$ cat src/dpbb_pkg.sv
// Shared types and constants for the dark pixel bounding box block.
package dpbb_pkg;

   // Configuration register indexes.
   typedef enum logic [1:0] {
      CSR_FRAME_WIDTH    = 2'd0,
      CSR_FRAME_HEIGHT   = 2'd1,
      CSR_COLOR_MODE     = 2'd2,
      CSR_DARK_THRESHOLD = 2'd3
   } csr_index_type;

   // Luma weights in 16-bit-fraction fixed point; they sum to 65536.
   localparam logic [15:0] W_RED   = 16'd19595;
   localparam logic [15:0] W_GREEN = 16'd38470;
   localparam logic [15:0] W_BLUE  = 16'd7471;

   // Register reset values.
   localparam logic [12:0] FRAME_WIDTH_RESET    = 13'd4096;
   localparam logic [12:0] FRAME_HEIGHT_RESET   = 13'd4096;
   localparam logic        COLOR_MODE_RESET     = 1'b1;
   localparam logic [7:0]  DARK_THRESHOLD_RESET = 8'd75;

endpackage

$ cat src/dark_pixel_bounding_box.sv
// Dark pixel bounding box: tracks the extent of dark pixels over one raster frame.
//
// Pixels of a frame enter in raster order on the req_ channel, one beat per pixel
// (red in bits 7:0, green in 15:8, blue in 23:16). Each pixel is reduced to a
// gray value (red alone, or the weighted RGB sum) and compared with the dark
// threshold; dark pixels widen the tracked column and row bounds.
// After the last pixel of a frame one beat leaves on the rsp_ channel with the
// found flag, the top-left corner and the crop size (all zero if nothing was
// dark); the tracking state then clears for the next frame.
// The frame size, color mode and threshold are written on the csr_ port; the
// user must write them only while the block is idle, as the block does not
// enforce it. Sizes of 0 act as 1, sizes above MAX_DIM act as MAX_DIM.
// Throughput is one pixel per cycle unless a blocked frame end drops req_tready;
// the gray weighting, the bound update and the result are each registered.
// If the receiver stalls, the pending result holds and pixels keep flowing
// until the next frame end reaches the bound stage; only then does req_tready
// drop. Reset (synchronous) restores the register defaults and empties the
// pipeline and the result register.
module dark_pixel_bounding_box #(
   parameter int MAX_DIM = 4096
) (
   input  logic        clock,
   input  logic        reset,
   input  logic        req_tvalid,
   output logic        req_tready,
   input  logic [23:0] req_tdata,   // red, green, blue
   output logic        rsp_tvalid,
   input  logic        rsp_tready,
   output logic [55:0] rsp_tdata,   // found, left, top, crop_width, crop_height
   input  logic        csr_wr_en,
   input  logic [1:0]  csr_index,
   input  logic [12:0] csr_wdata
);

   localparam int CW = (MAX_DIM > 2) ? $clog2(MAX_DIM) : 1;

   // Configuration registers.
   logic [12:0] frame_width_ff;
   logic [12:0] frame_height_ff;
   logic        color_mode_ff;
   logic [7:0]  dark_threshold_ff;

   always_ff @(posedge clock) begin
      if (reset) begin
         frame_width_ff    <= dpbb_pkg::FRAME_WIDTH_RESET;
         frame_height_ff   <= dpbb_pkg::FRAME_HEIGHT_RESET;
         color_mode_ff     <= dpbb_pkg::COLOR_MODE_RESET;
         dark_threshold_ff <= dpbb_pkg::DARK_THRESHOLD_RESET;
      end else if (csr_wr_en) begin
         unique case (dpbb_pkg::csr_index_type'(csr_index))
            dpbb_pkg::CSR_FRAME_WIDTH:    frame_width_ff    <= csr_wdata;
            dpbb_pkg::CSR_FRAME_HEIGHT:   frame_height_ff   <= csr_wdata;
            dpbb_pkg::CSR_COLOR_MODE:     color_mode_ff     <= csr_wdata[0];
            dpbb_pkg::CSR_DARK_THRESHOLD: dark_threshold_ff <= csr_wdata[7:0];
            default: ;
         endcase
      end
   end

   // Last column and row index after clamping the size to 1..MAX_DIM.
   logic [CW-1:0] last_column;
   logic [CW-1:0] last_row;

   always_comb begin
      if (frame_width_ff == '0) begin
         last_column = '0;
      end else if (32'(frame_width_ff) > MAX_DIM) begin
         last_column = CW'(MAX_DIM - 1);
      end else begin
         last_column = CW'(frame_width_ff - 13'd1);
      end
      if (frame_height_ff == '0) begin
         last_row = '0;
      end else if (32'(frame_height_ff) > MAX_DIM) begin
         last_row = CW'(MAX_DIM - 1);
      end else begin
         last_row = CW'(frame_height_ff - 13'd1);
      end
   end

   // Pipeline control.
   logic s1_valid_ff, s1_valid_in;
   logic s2_valid_ff, s2_valid_in;
   logic rsp_tvalid_ff, rsp_tvalid_in;
   logic req_accept;
   logic stall_s2;
   logic s1_move;
   logic s2_fire;
   logic col_last;
   logic row_last;
   logic frame_end;

   // Stage 1: pixel register.
   logic [7:0] red_ff;
   logic [7:0] green_ff;
   logic [7:0] blue_ff;

   // Stage 2: dark flag register.
   logic s2_dark_ff;

   // Frame tracking state.
   logic [CW-1:0] column_ff, column_in;
   logic [CW-1:0] row_ff, row_in;
   logic [CW-1:0] min_col_ff, min_col_in;
   logic [CW-1:0] max_col_ff, max_col_in;
   logic [CW-1:0] min_row_ff, min_row_in;
   logic [CW-1:0] max_row_ff, max_row_in;
   logic          any_dark_ff, any_dark_in;

   // Gray value and threshold test on the stage 1 pixel.
   logic [23:0] gray_sum;
   logic [7:0]  gray;
   logic        s1_dark;

   assign gray_sum = 24'(dpbb_pkg::W_RED)   * 24'(red_ff)
                   + 24'(dpbb_pkg::W_GREEN) * 24'(green_ff)
                   + 24'(dpbb_pkg::W_BLUE)  * 24'(blue_ff);
   assign gray     = color_mode_ff ? gray_sum[23:16] : red_ff;
   assign s1_dark  = gray < dark_threshold_ff;

   assign col_last  = column_ff >= last_column;
   assign row_last  = row_ff >= last_row;
   assign frame_end = col_last && row_last;

   // Only a frame-end pixel meeting a result that has not been taken must wait.
   assign stall_s2    = s2_valid_ff && frame_end && rsp_tvalid_ff && !rsp_tready;
   assign s2_fire     = s2_valid_ff && !stall_s2;
   assign s1_move     = s1_valid_ff && !stall_s2;
   assign req_tready  = !s1_valid_ff || !stall_s2;
   assign req_accept  = req_tvalid && req_tready;

   assign s1_valid_in = req_accept || (s1_valid_ff && stall_s2);
   assign s2_valid_in = s1_move || (s2_valid_ff && stall_s2);

   // Bounds including the stage 2 pixel.
   logic          upd;
   logic [CW-1:0] nxt_min_col;
   logic [CW-1:0] nxt_max_col;
   logic [CW-1:0] nxt_min_row;
   logic [CW-1:0] nxt_max_row;
   logic          nxt_any;

   assign upd         = s2_dark_ff;
   assign nxt_min_col = (upd && column_ff < min_col_ff) ? column_ff : min_col_ff;
   assign nxt_max_col = (upd && column_ff > max_col_ff) ? column_ff : max_col_ff;
   assign nxt_min_row = (upd && row_ff < min_row_ff) ? row_ff : min_row_ff;
   assign nxt_max_row = (upd && row_ff > max_row_ff) ? row_ff : max_row_ff;
   assign nxt_any     = any_dark_ff || upd;

   always_comb begin
      column_in   = column_ff;
      row_in      = row_ff;
      min_col_in  = min_col_ff;
      max_col_in  = max_col_ff;
      min_row_in  = min_row_ff;
      max_row_in  = max_row_ff;
      any_dark_in = any_dark_ff;
      if (s2_fire) begin
         if (frame_end) begin
            column_in   = '0;
            row_in      = '0;
            min_col_in  = CW'(MAX_DIM - 1);
            max_col_in  = '0;
            min_row_in  = CW'(MAX_DIM - 1);
            max_row_in  = '0;
            any_dark_in = 1'b0;
         end else begin
            min_col_in  = nxt_min_col;
            max_col_in  = nxt_max_col;
            min_row_in  = nxt_min_row;
            max_row_in  = nxt_max_row;
            any_dark_in = nxt_any;
            if (col_last) begin
               column_in = '0;
               row_in    = CW'(row_ff + 1'b1);
            end else begin
               column_in = CW'(column_ff + 1'b1);
            end
         end
      end
   end

   // Result fields.
   logic [CW:0]   crop_w_full;
   logic [CW:0]   crop_h_full;
   logic [31:0]   left_wide;
   logic [31:0]   top_wide;
   logic [31:0]   crop_w_wide;
   logic [31:0]   crop_h_wide;
   logic          res_found;
   logic [11:0]   res_left;
   logic [11:0]   res_top;
   logic [12:0]   res_crop_w;
   logic [12:0]   res_crop_h;

   assign crop_w_full = {1'b0, nxt_max_col} - {1'b0, nxt_min_col} + 1'b1;
   assign crop_h_full = {1'b0, nxt_max_row} - {1'b0, nxt_min_row} + 1'b1;
   assign left_wide   = 32'(nxt_min_col);
   assign top_wide    = 32'(nxt_min_row);
   assign crop_w_wide = 32'(crop_w_full);
   assign crop_h_wide = 32'(crop_h_full);
   assign res_found   = nxt_any;
   assign res_left    = nxt_any ? left_wide[11:0]   : '0;
   assign res_top     = nxt_any ? top_wide[11:0]    : '0;
   assign res_crop_w  = nxt_any ? crop_w_wide[12:0] : '0;
   assign res_crop_h  = nxt_any ? crop_h_wide[12:0] : '0;

   always_comb begin
      if (s2_fire && frame_end) begin
         rsp_tvalid_in = 1'b1;
      end else if (rsp_tready) begin
         rsp_tvalid_in = 1'b0;
      end else begin
         rsp_tvalid_in = rsp_tvalid_ff;
      end
   end

   logic [55:0] rsp_data_ff;

   always_ff @(posedge clock) begin
      if (reset) begin
         s1_valid_ff   <= 1'b0;
         s2_valid_ff   <= 1'b0;
         rsp_tvalid_ff <= 1'b0;
         column_ff     <= '0;
         row_ff        <= '0;
         min_col_ff    <= CW'(MAX_DIM - 1);
         max_col_ff    <= '0;
         min_row_ff    <= CW'(MAX_DIM - 1);
         max_row_ff    <= '0;
         any_dark_ff   <= 1'b0;
      end else begin
         s1_valid_ff   <= s1_valid_in;
         s2_valid_ff   <= s2_valid_in;
         rsp_tvalid_ff <= rsp_tvalid_in;
         column_ff     <= column_in;
         row_ff        <= row_in;
         min_col_ff    <= min_col_in;
         max_col_ff    <= max_col_in;
         min_row_ff    <= min_row_in;
         max_row_ff    <= max_row_in;
         any_dark_ff   <= any_dark_in;
      end
   end

   always_ff @(posedge clock) begin
      if (req_accept) begin
         red_ff   <= req_tdata[7:0];
         green_ff <= req_tdata[15:8];
         blue_ff  <= req_tdata[23:16];
      end
      if (s1_move) begin
         s2_dark_ff <= s1_dark;
      end
      if (s2_fire && frame_end) begin
         rsp_data_ff <= {5'd0, res_crop_h, res_crop_w, res_top, res_left, res_found};
      end
   end

   assign rsp_tvalid = rsp_tvalid_ff;
   assign rsp_tdata  = rsp_data_ff;

`ifndef SYNTHESIS
   // Bounds are ordered whenever a dark pixel has been seen.
   assert property (@(posedge clock) disable iff (reset)
      any_dark_ff |-> (min_col_ff <= max_col_ff && min_row_ff <= max_row_ff))
      else $error("bounds out of order with dark pixels seen");

   // Without a dark pixel the bounds keep their cleared values.
   assert property (@(posedge clock) disable iff (reset)
      !any_dark_ff |-> (min_col_ff == CW'(MAX_DIM - 1) && max_col_ff == '0
                        && min_row_ff == CW'(MAX_DIM - 1) && max_row_ff == '0))
      else $error("bounds moved without a dark pixel");

   // Back-pressure on the input only comes from a blocked frame end.
   assert property (@(posedge clock) disable iff (reset)
      !req_tready |-> (s1_valid_ff && s2_valid_ff && rsp_tvalid_ff && frame_end))
      else $error("input stalled without a blocked frame end");

   // A frame end clears the tracking state.
   assert property (@(posedge clock) disable iff (reset)
      (s2_fire && frame_end) |=> (column_ff == '0 && row_ff == '0 && !any_dark_ff))
      else $error("state not cleared after frame end");

   // A new result only appears after a frame end was processed.
   assert property (@(posedge clock) disable iff (reset)
      $rose(rsp_tvalid_ff) |-> $past(s2_fire && frame_end))
      else $error("result raised without a frame end");
`endif

endmodule

$ cat config.mk
export PLATFORM = sky130hd
export DESIGN_NAME = dark_pixel_bounding_box
export DESIGN_NICKNAME = d
export VERILOG_FILES = /design/src/dpbb_pkg.sv /design/src/dark_pixel_bounding_box.sv
export SDC_FILE = /design/constraint.sdc
export NUM_CORES = 1
export LEC_CHECK = 0
export ABC_AREA = 1
export BUFFER_PORTS_ARGS = -buffer_cell sky130_fd_sc_hd__buf_2
export CORE_UTILIZATION = 40
export CTS_CLUSTER_DIAMETER = 40
export DETAILED_ROUTE_END_ITERATION = 8
export PLACE_DENSITY = 0.62
export SKIP_CTS_REPAIR_TIMING = 1
export SLEW_MARGIN = 20
export SYNTH_ARGS = -nofsm -noshare
export SYNTH_HDL_FRONTEND = slang
export SYNTH_SLANG_ARGS = --single-unit
$ cat constraint.sdc
create_clock -name clock -period 8.19 [get_ports clock]
set_clock_uncertainty 0.1 [all_clocks]
set_input_delay 0.819 -clock clock [delete_from_list [all_inputs] [get_ports clock]]
set_output_delay 0.819 -clock clock [all_outputs]
set_load 0.005 [all_outputs]
==> results.toml, run 1 <==
[drt]
drt_pass1_iterations = 5
num_vias = 14159
avgViaCountPerCell = 5.003
ant_nets = 0
drt_iter0_drc = 769
drt_drc_violations_left = 0
wl_um = 42360
wl_per_cell_um = 14.97

[critical_path]
crit_start = "green_ff[3]$_DFFE_PP_"
worst_r2r_path_depth = 33
cpMostUsedCell = "nand2_1"
rr_startpoint = "green_ff[3]$_DFFE_PP_"
crit_fanout = 5
required_ns = 8.33
cp-end-kind = "flop"
arrival_ns = 7.82
ff2ff_setup_slack_ns = 0.51
path_class = "reg2reg"
cpPeakStageDelay_ns = 0.54
start_kind = "flop"
worst_path_max_delay_cell = "fa_1"
reg2reg_to = "s2_dark_ff$_DFFE_PP_"

[final_layout]
layout_commonest_cell = "inv_1"
syn_to_final_growth_pct = 9.303
fin_nets = 2674
drive_gt1_frac = 0.07363
layout_common_cells = "inv_1 (405), nand2_1 (354), ha_1 (282), a21oi_1 (180), nor2_1 (146)"

[hold_path]
min_to = "any_dark_ff$_SDFFE_PP0P_"
whs_path_depth = 2
holdCritStartpoint = "any_dark_ff$_SDFFE_PP0P_"
hp-class = "reg2reg"

[die]
rows = 76
core_um2 = 43270
die_width_um = 212.0
floorplan.initialDensity = 0.4075
die_h_um = 212.0
dieArea_um2 = 44930
num_io_pins = 102

[clocking]
clk_latency_ns = 0.49
cts_buffers = 17
htreeDepth = 4
clockBufferDepth = 2
cts-root-buf = "clkbuf_16"
cts_tree = "built"
clkTransAtPathRegs_ns = 0.08
clock-sinks = 187

[sta]
layout_min_cycle_time_ns = 7.679
worst_slew_pin_slew_ns = 0.8200
setup_viol = 0
post-route-worst-setup-slack_ns = 0.5111
setup_tns_ns = 0
slew_headroom = 0.4526
timing_hold_violations_final = 0
rsz0062_at_grt = "false"
finalCritPeriodShare = 0.9376
drv_slew = 0
clock.fmax_ghz = 0.1302

[synth]
netlist_area_um2 = 17630
synth.avg_cell_area_um2 = 8.190
syn_inst = 2153
synth-seq-cells = 187
synth_top_area_frac = 0.2001
ys_types = 51
yosys.area.top_type = "ha_1"
synthTopCellsByArea = "ha_1 (20%), fa_1 (14%), edfxtp_1 (13%)"
synth_warnings = 0
yosysSeqAreaShare = 0.2554

[global_route]
overflow = 0
gr-max-usage-layer = "met2"
use_met1 = 0.2506
met3_usage = 0.04925
antenna_found_initial = 8
grt_first_pass_wirelength_um = 69560
grt_max_degree = 62
gr-usage-all-layers = 0.1981
grt.met2_usage = 0.3318
grt_pass1_vias = 14159

[job]
maxCapViolations = 0

[run_status]
status = "completed"

[placed_design]
dp_slack_ns = 0.4094
io_buffers = 96
gp_congestion = 0.8957
hpwl_um = 34300
layout make-up:
| class | count | area (um2) |
|---|---|---|
| Antenna cell | 4 | 10.01 |
| Clock buffer | 17 | 425.4 |
| Clock inverter | 15 | 177.7 |
| Fill cell | 4274 | 23990 |
| Inverter | 411 | 1545 |
| Multi-Input combinational cell | 1507 | 11340 |
| Sequential cell | 187 | 4504 |
| Tap cell | 585 | 732.0 |
| Timing Repair Buffer | 104 | 540.5 |
synthesized netlist by cell type, drive strengths merged:
library cell and count:
o21ai 154, nand4 15, o21bai 8, nor2 152, or2 2, clkinv 1, nor3b 3, edfxtp 76
conb 1, xor2 30, nand2 358, o2111ai 2, nor3 32, clkbuf 21, o22a 1, a31oi 7
a21o 11, a21boi 5, buf 31, o31ai 5, and2 4, o211ai 30, o21a 6, xnor2 12
a211oi 4, nand3 73, a21oi 181, inv 410, fa 120, nand2b 1, ha 282, a221oi 1
dfxtp 111, nor4 3
metal layers:
| layer | up-vias | share of wire |
|---|---|---|
| li1 | 7163 | - |
| met1 | 6651 | 0.46 |
| met2 | 277 | 0.47 |
| met3 | 60 | 0.047 |
| met4 | 8 | 0.021 |
| met5 | - | 0.00087 |
critical path: cells and delay by family (launching register included):
| kind | cells | cell delay, ns |
|---|---|---|
| adder cells (fa/ha/maj) | 11 | 4.48 |
| AO/OA/AOI/OAI | 7 | 1.07 |
| AND/OR/NAND/NOR | 10 | 0.78 |
| flip-flops | 1 | 0.48 |
| XOR/XNOR | 2 | 0.36 |
| buffers and inverters | 3 | 0.15 |
cell families after synthesis:
kind of cell,synth area share
AND/OR/NAND/NOR,0.1541
flip-flops,0.2554
AO/OA/AOI/OAI,0.1295
adder cells (fa/ha/maj),0.3363
buffers and inverters,0.1035
XOR/XNOR,0.02086
other,0.0002127
state kept, by name, indices dropped and copies added (netlist names), 12 cells and up, named ones only:
signal           count
column_ff           12
min_row_ff          12
max_row_ff          12
frame_height_ff     13
frame_width_ff      13
row_ff              12
rsp_tdata           51
min_col_ff          12
max_col_ff          12
how the worst max path moves through the flow:
| stage | endpoint | slack [ns] | cells past startpoint |
|---|---|---|---|
| final | s2_dark_ff$_DFFE_PP_ | 0.51 | 33 |
| after global routing | s2_dark_ff$_DFFE_PP_ | 0.04 | 33 |
| after CTS | s2_dark_ff$_DFFE_PP_ | 0.38 | 33 |
| after detailed placement | s2_dark_ff$_DFFE_PP_ | 0.41 | 33 |
| after global placement | s2_dark_ff$_DFFE_PP_ | 0.55 | 33 |
| after floorplan | s2_dark_ff$_DFFE_PP_ | 1.08 | 33 |
metrics by stage:
stage / std cells / hold slack, ns / cell area, um2 / util
after floorplan: 2157 / 0.3211 / 17650 / -
after global placement: 2791 / 0.3448 / 18630 / 0.4306
after detailed placement: 2791 / 0.3531 / 18630 / 0.4306
after CTS: 2823 / 0.3642 / 19230 / 0.4445
after global routing: 2830 / 0.3661 / 19270 / 0.4455
final: 2830 / 0.3670 / 19270 / 0.4455
Power of run 1 is left out: the tool's default activity adds up to more than one toggle a clock period on the data nets, which glitch-free logic cannot reach.
==> inputs of run 2 (changes only) <==
--- a/config.mk
+++ b/config.mk
@@ -7,10 +7,11 @@
 export LEC_CHECK = 0
 export ABC_AREA = 1
 export BUFFER_PORTS_ARGS = -buffer_cell sky130_fd_sc_hd__buf_2
-export CORE_UTILIZATION = 40
+export CORE_UTILIZATION = 57
 export CTS_CLUSTER_DIAMETER = 40
 export DETAILED_ROUTE_END_ITERATION = 8
-export PLACE_DENSITY = 0.62
+export PLACE_DENSITY = 0.84
+export RECOVER_POWER = 50
 export SKIP_CTS_REPAIR_TIMING = 1
 export SLEW_MARGIN = 20
 export SYNTH_ARGS = -nofsm -noshare
==> constraint.sdc (replaced) <==
create_clock -name clock -period 6.4 [get_ports clock]
set_clock_uncertainty 0.1 [all_clocks]
set_input_delay 0.64 -clock clock [delete_from_list [all_inputs] [get_ports clock]]
set_output_delay 0.64 -clock clock [all_outputs]
set_load 0.005 [all_outputs]
==> run 2 against run 1 <==
  * The run now ends with max-capacitance violations, max-slew violations, negative setup slack left
  * Clock-buffer cell count increased by 1
  * Worst hold slack got worse by 0.11 ns
  * Cell count decreased by 3.6%
  * Die area decreased by 30%
  * Maximum frequency increased by 8.6%
  * First-iteration DRC count increased by 62%
  * Highest routed layer unchanged
==> results.toml, run 2 (synthesis results as in run 1) <==
[drt]
avgViaCountPerCell = 5.627
drt_drc_violations_left = 0
wl_um = 44590
ant_nets = 0
drt_iter0_drc = 1247
drt_pass1_iterations = 7
num_vias = 15350
wl_per_cell_um = 16.34

[critical_path]
cpPeakStageDelay_ns = 0.55
cp-end-kind = "flop"
start_kind = "flop"
crit_fanout = 4
worst_path_max_delay_cell = "fa_1"
path_class = "reg2reg"
arrival_ns = 7.17
required_ns = 6.50

[die]
dieArea_um2 = 31640
num_io_pins = 102
core_um2 = 30510
die_width_um = 177.9
rows = 64
floorplan.initialDensity = 0.5780
die_h_um = 177.9

[global_route]
grt_pass1_vias = 15043
overflow = 0
grt_max_degree = 62
gr-usage-all-layers = 0.2911
antenna_found_initial = 1
grt_first_pass_wirelength_um = 72600

[final_layout]
layout_common_cells = "inv_1 (398), nand2_1 (343), ha_1 (263), a21oi_1 (173), o21ai_0 (142)"
layout_commonest_cell = "inv_1"
ff_latch_area_um2 = 4504
final_area_um2 = 20060
diodes = 0
drive_gt1_frac = 0.1248
syn_to_final_growth_pct = 13.78
multi_input_area_um2 = 11720
stdcell_count = 2728
fillers = 2428
largest_register_ffs = 51
fin_nets = 2765

[clocking]
clock-sinks = 187
htreeDepth = 4
clockBufferDepth = 2
clk_latency_ns = 0.46
clkTransAtPathRegs_ns = 0.08
cts_buffers = 17
cts_tree = "built"
cts-root-buf = "clkbuf_16"

[sta]
worst_slew_pin_slew_ns = 2.568
setup_tns_ns = -0.6722
clock.fmax_ghz = 0.1414
layout_min_cycle_time_ns = 7.072
setup_viol = 1
finalCritPeriodShare = 1.105
rsz0062_at_grt = "true"
post-route-worst-setup-slack_ns = -0.6722
drv_slew = 52
slew_headroom = -0.7120
timing_hold_violations_final = 0

[run_status]
violations = "max-capacitance violations, max-slew violations, negative setup slack"
status = "complete, but fails checks"

[hold_path]
hp-class = "in2reg"

[placed_design]
io_buffers = 96
gp_congestion = 0.9521
hpwl_um = 35040
dp.cells = 2689
placed_area_um2 = 19270

[job]
maxCapViolations = 1
## run 2: cell count changes in the layout (fill, tap and decap cells not counted), moves of 9 or more
| cell | delta |
|---|---|
| buf_4 | +88 |
| buf_2 | -28 |
| clkbuf_1 | +28 |
| ha_1 | -19 |
| ha_4 | +15 |
| nand2_1 | -11 |
| nand2_2 | +9 |
## run 2: per-stage QoR
stage / utilization / setup WS [ns] / hold WS [ns]
CTS: 0.6517 / -0.8029 / 0.2446
floorplan: - / -0.1771 / 0.3211
global route: 0.6576 / -0.9562 / 0.2467
global placement: 0.6316 / -0.5727 / 0.3439
detailed placement: 0.6316 / -0.7613 / 0.3501
finish: 0.6576 / -0.6722 / 0.2566
## run 2: critical path, delay by kind of cell (launching register included)
kind | cells | cell delay (ns)
buf+inv | 7 | 0.46
simple gates | 10 | 1.02
flops | 1 | 0.40
fa+ha+maj | 10 | 4.07
compound gates | 5 | 0.63
xor+xnor | 1 | 0.16
## run 2: area by class of cell
class                   count  share of cell area
multi-input cells        1507              0.5842
flip-flops and latches    187              0.2245
inverters                 411             0.07702
repair buffers            195             0.05906
well taps                 396             0.02470
clock buffers              18             0.02189
clock inverters            14            0.008669
## run 2: final timing paths
| kind | to | slack [ns] | cells past startpoint | from |
|---|---|---|---|---|
| setup / recovery | s2_dark_ff$_DFFE_PP_ | -0.67 | 33 | green_ff[5]$_DFFE_PP_ |
| hold / removal | green_ff[4]$_DFFE_PP_ | 0.26 | 1 | req_tdata[12] |
| setup reg to reg | s2_dark_ff$_DFFE_PP_ | -0.67 | 33 | green_ff[5]$_DFFE_PP_ |
| hold reg to reg | any_dark_ff$_SDFFE_PP0P_ | 0.36 | 2 | any_dark_ff$_SDFFE_PP0P_ |
## run 2: per-layer routing
metal  vias up  share of wire  GRT usage
li1       7352              -          -
met1      7254           0.42     0.3653
met3       138          0.065    0.04434
met4         2          0.035     0.1118
met5         -        0.00022          0
met2       604           0.48     0.5011
Power of run 2 is left out for the same reason.
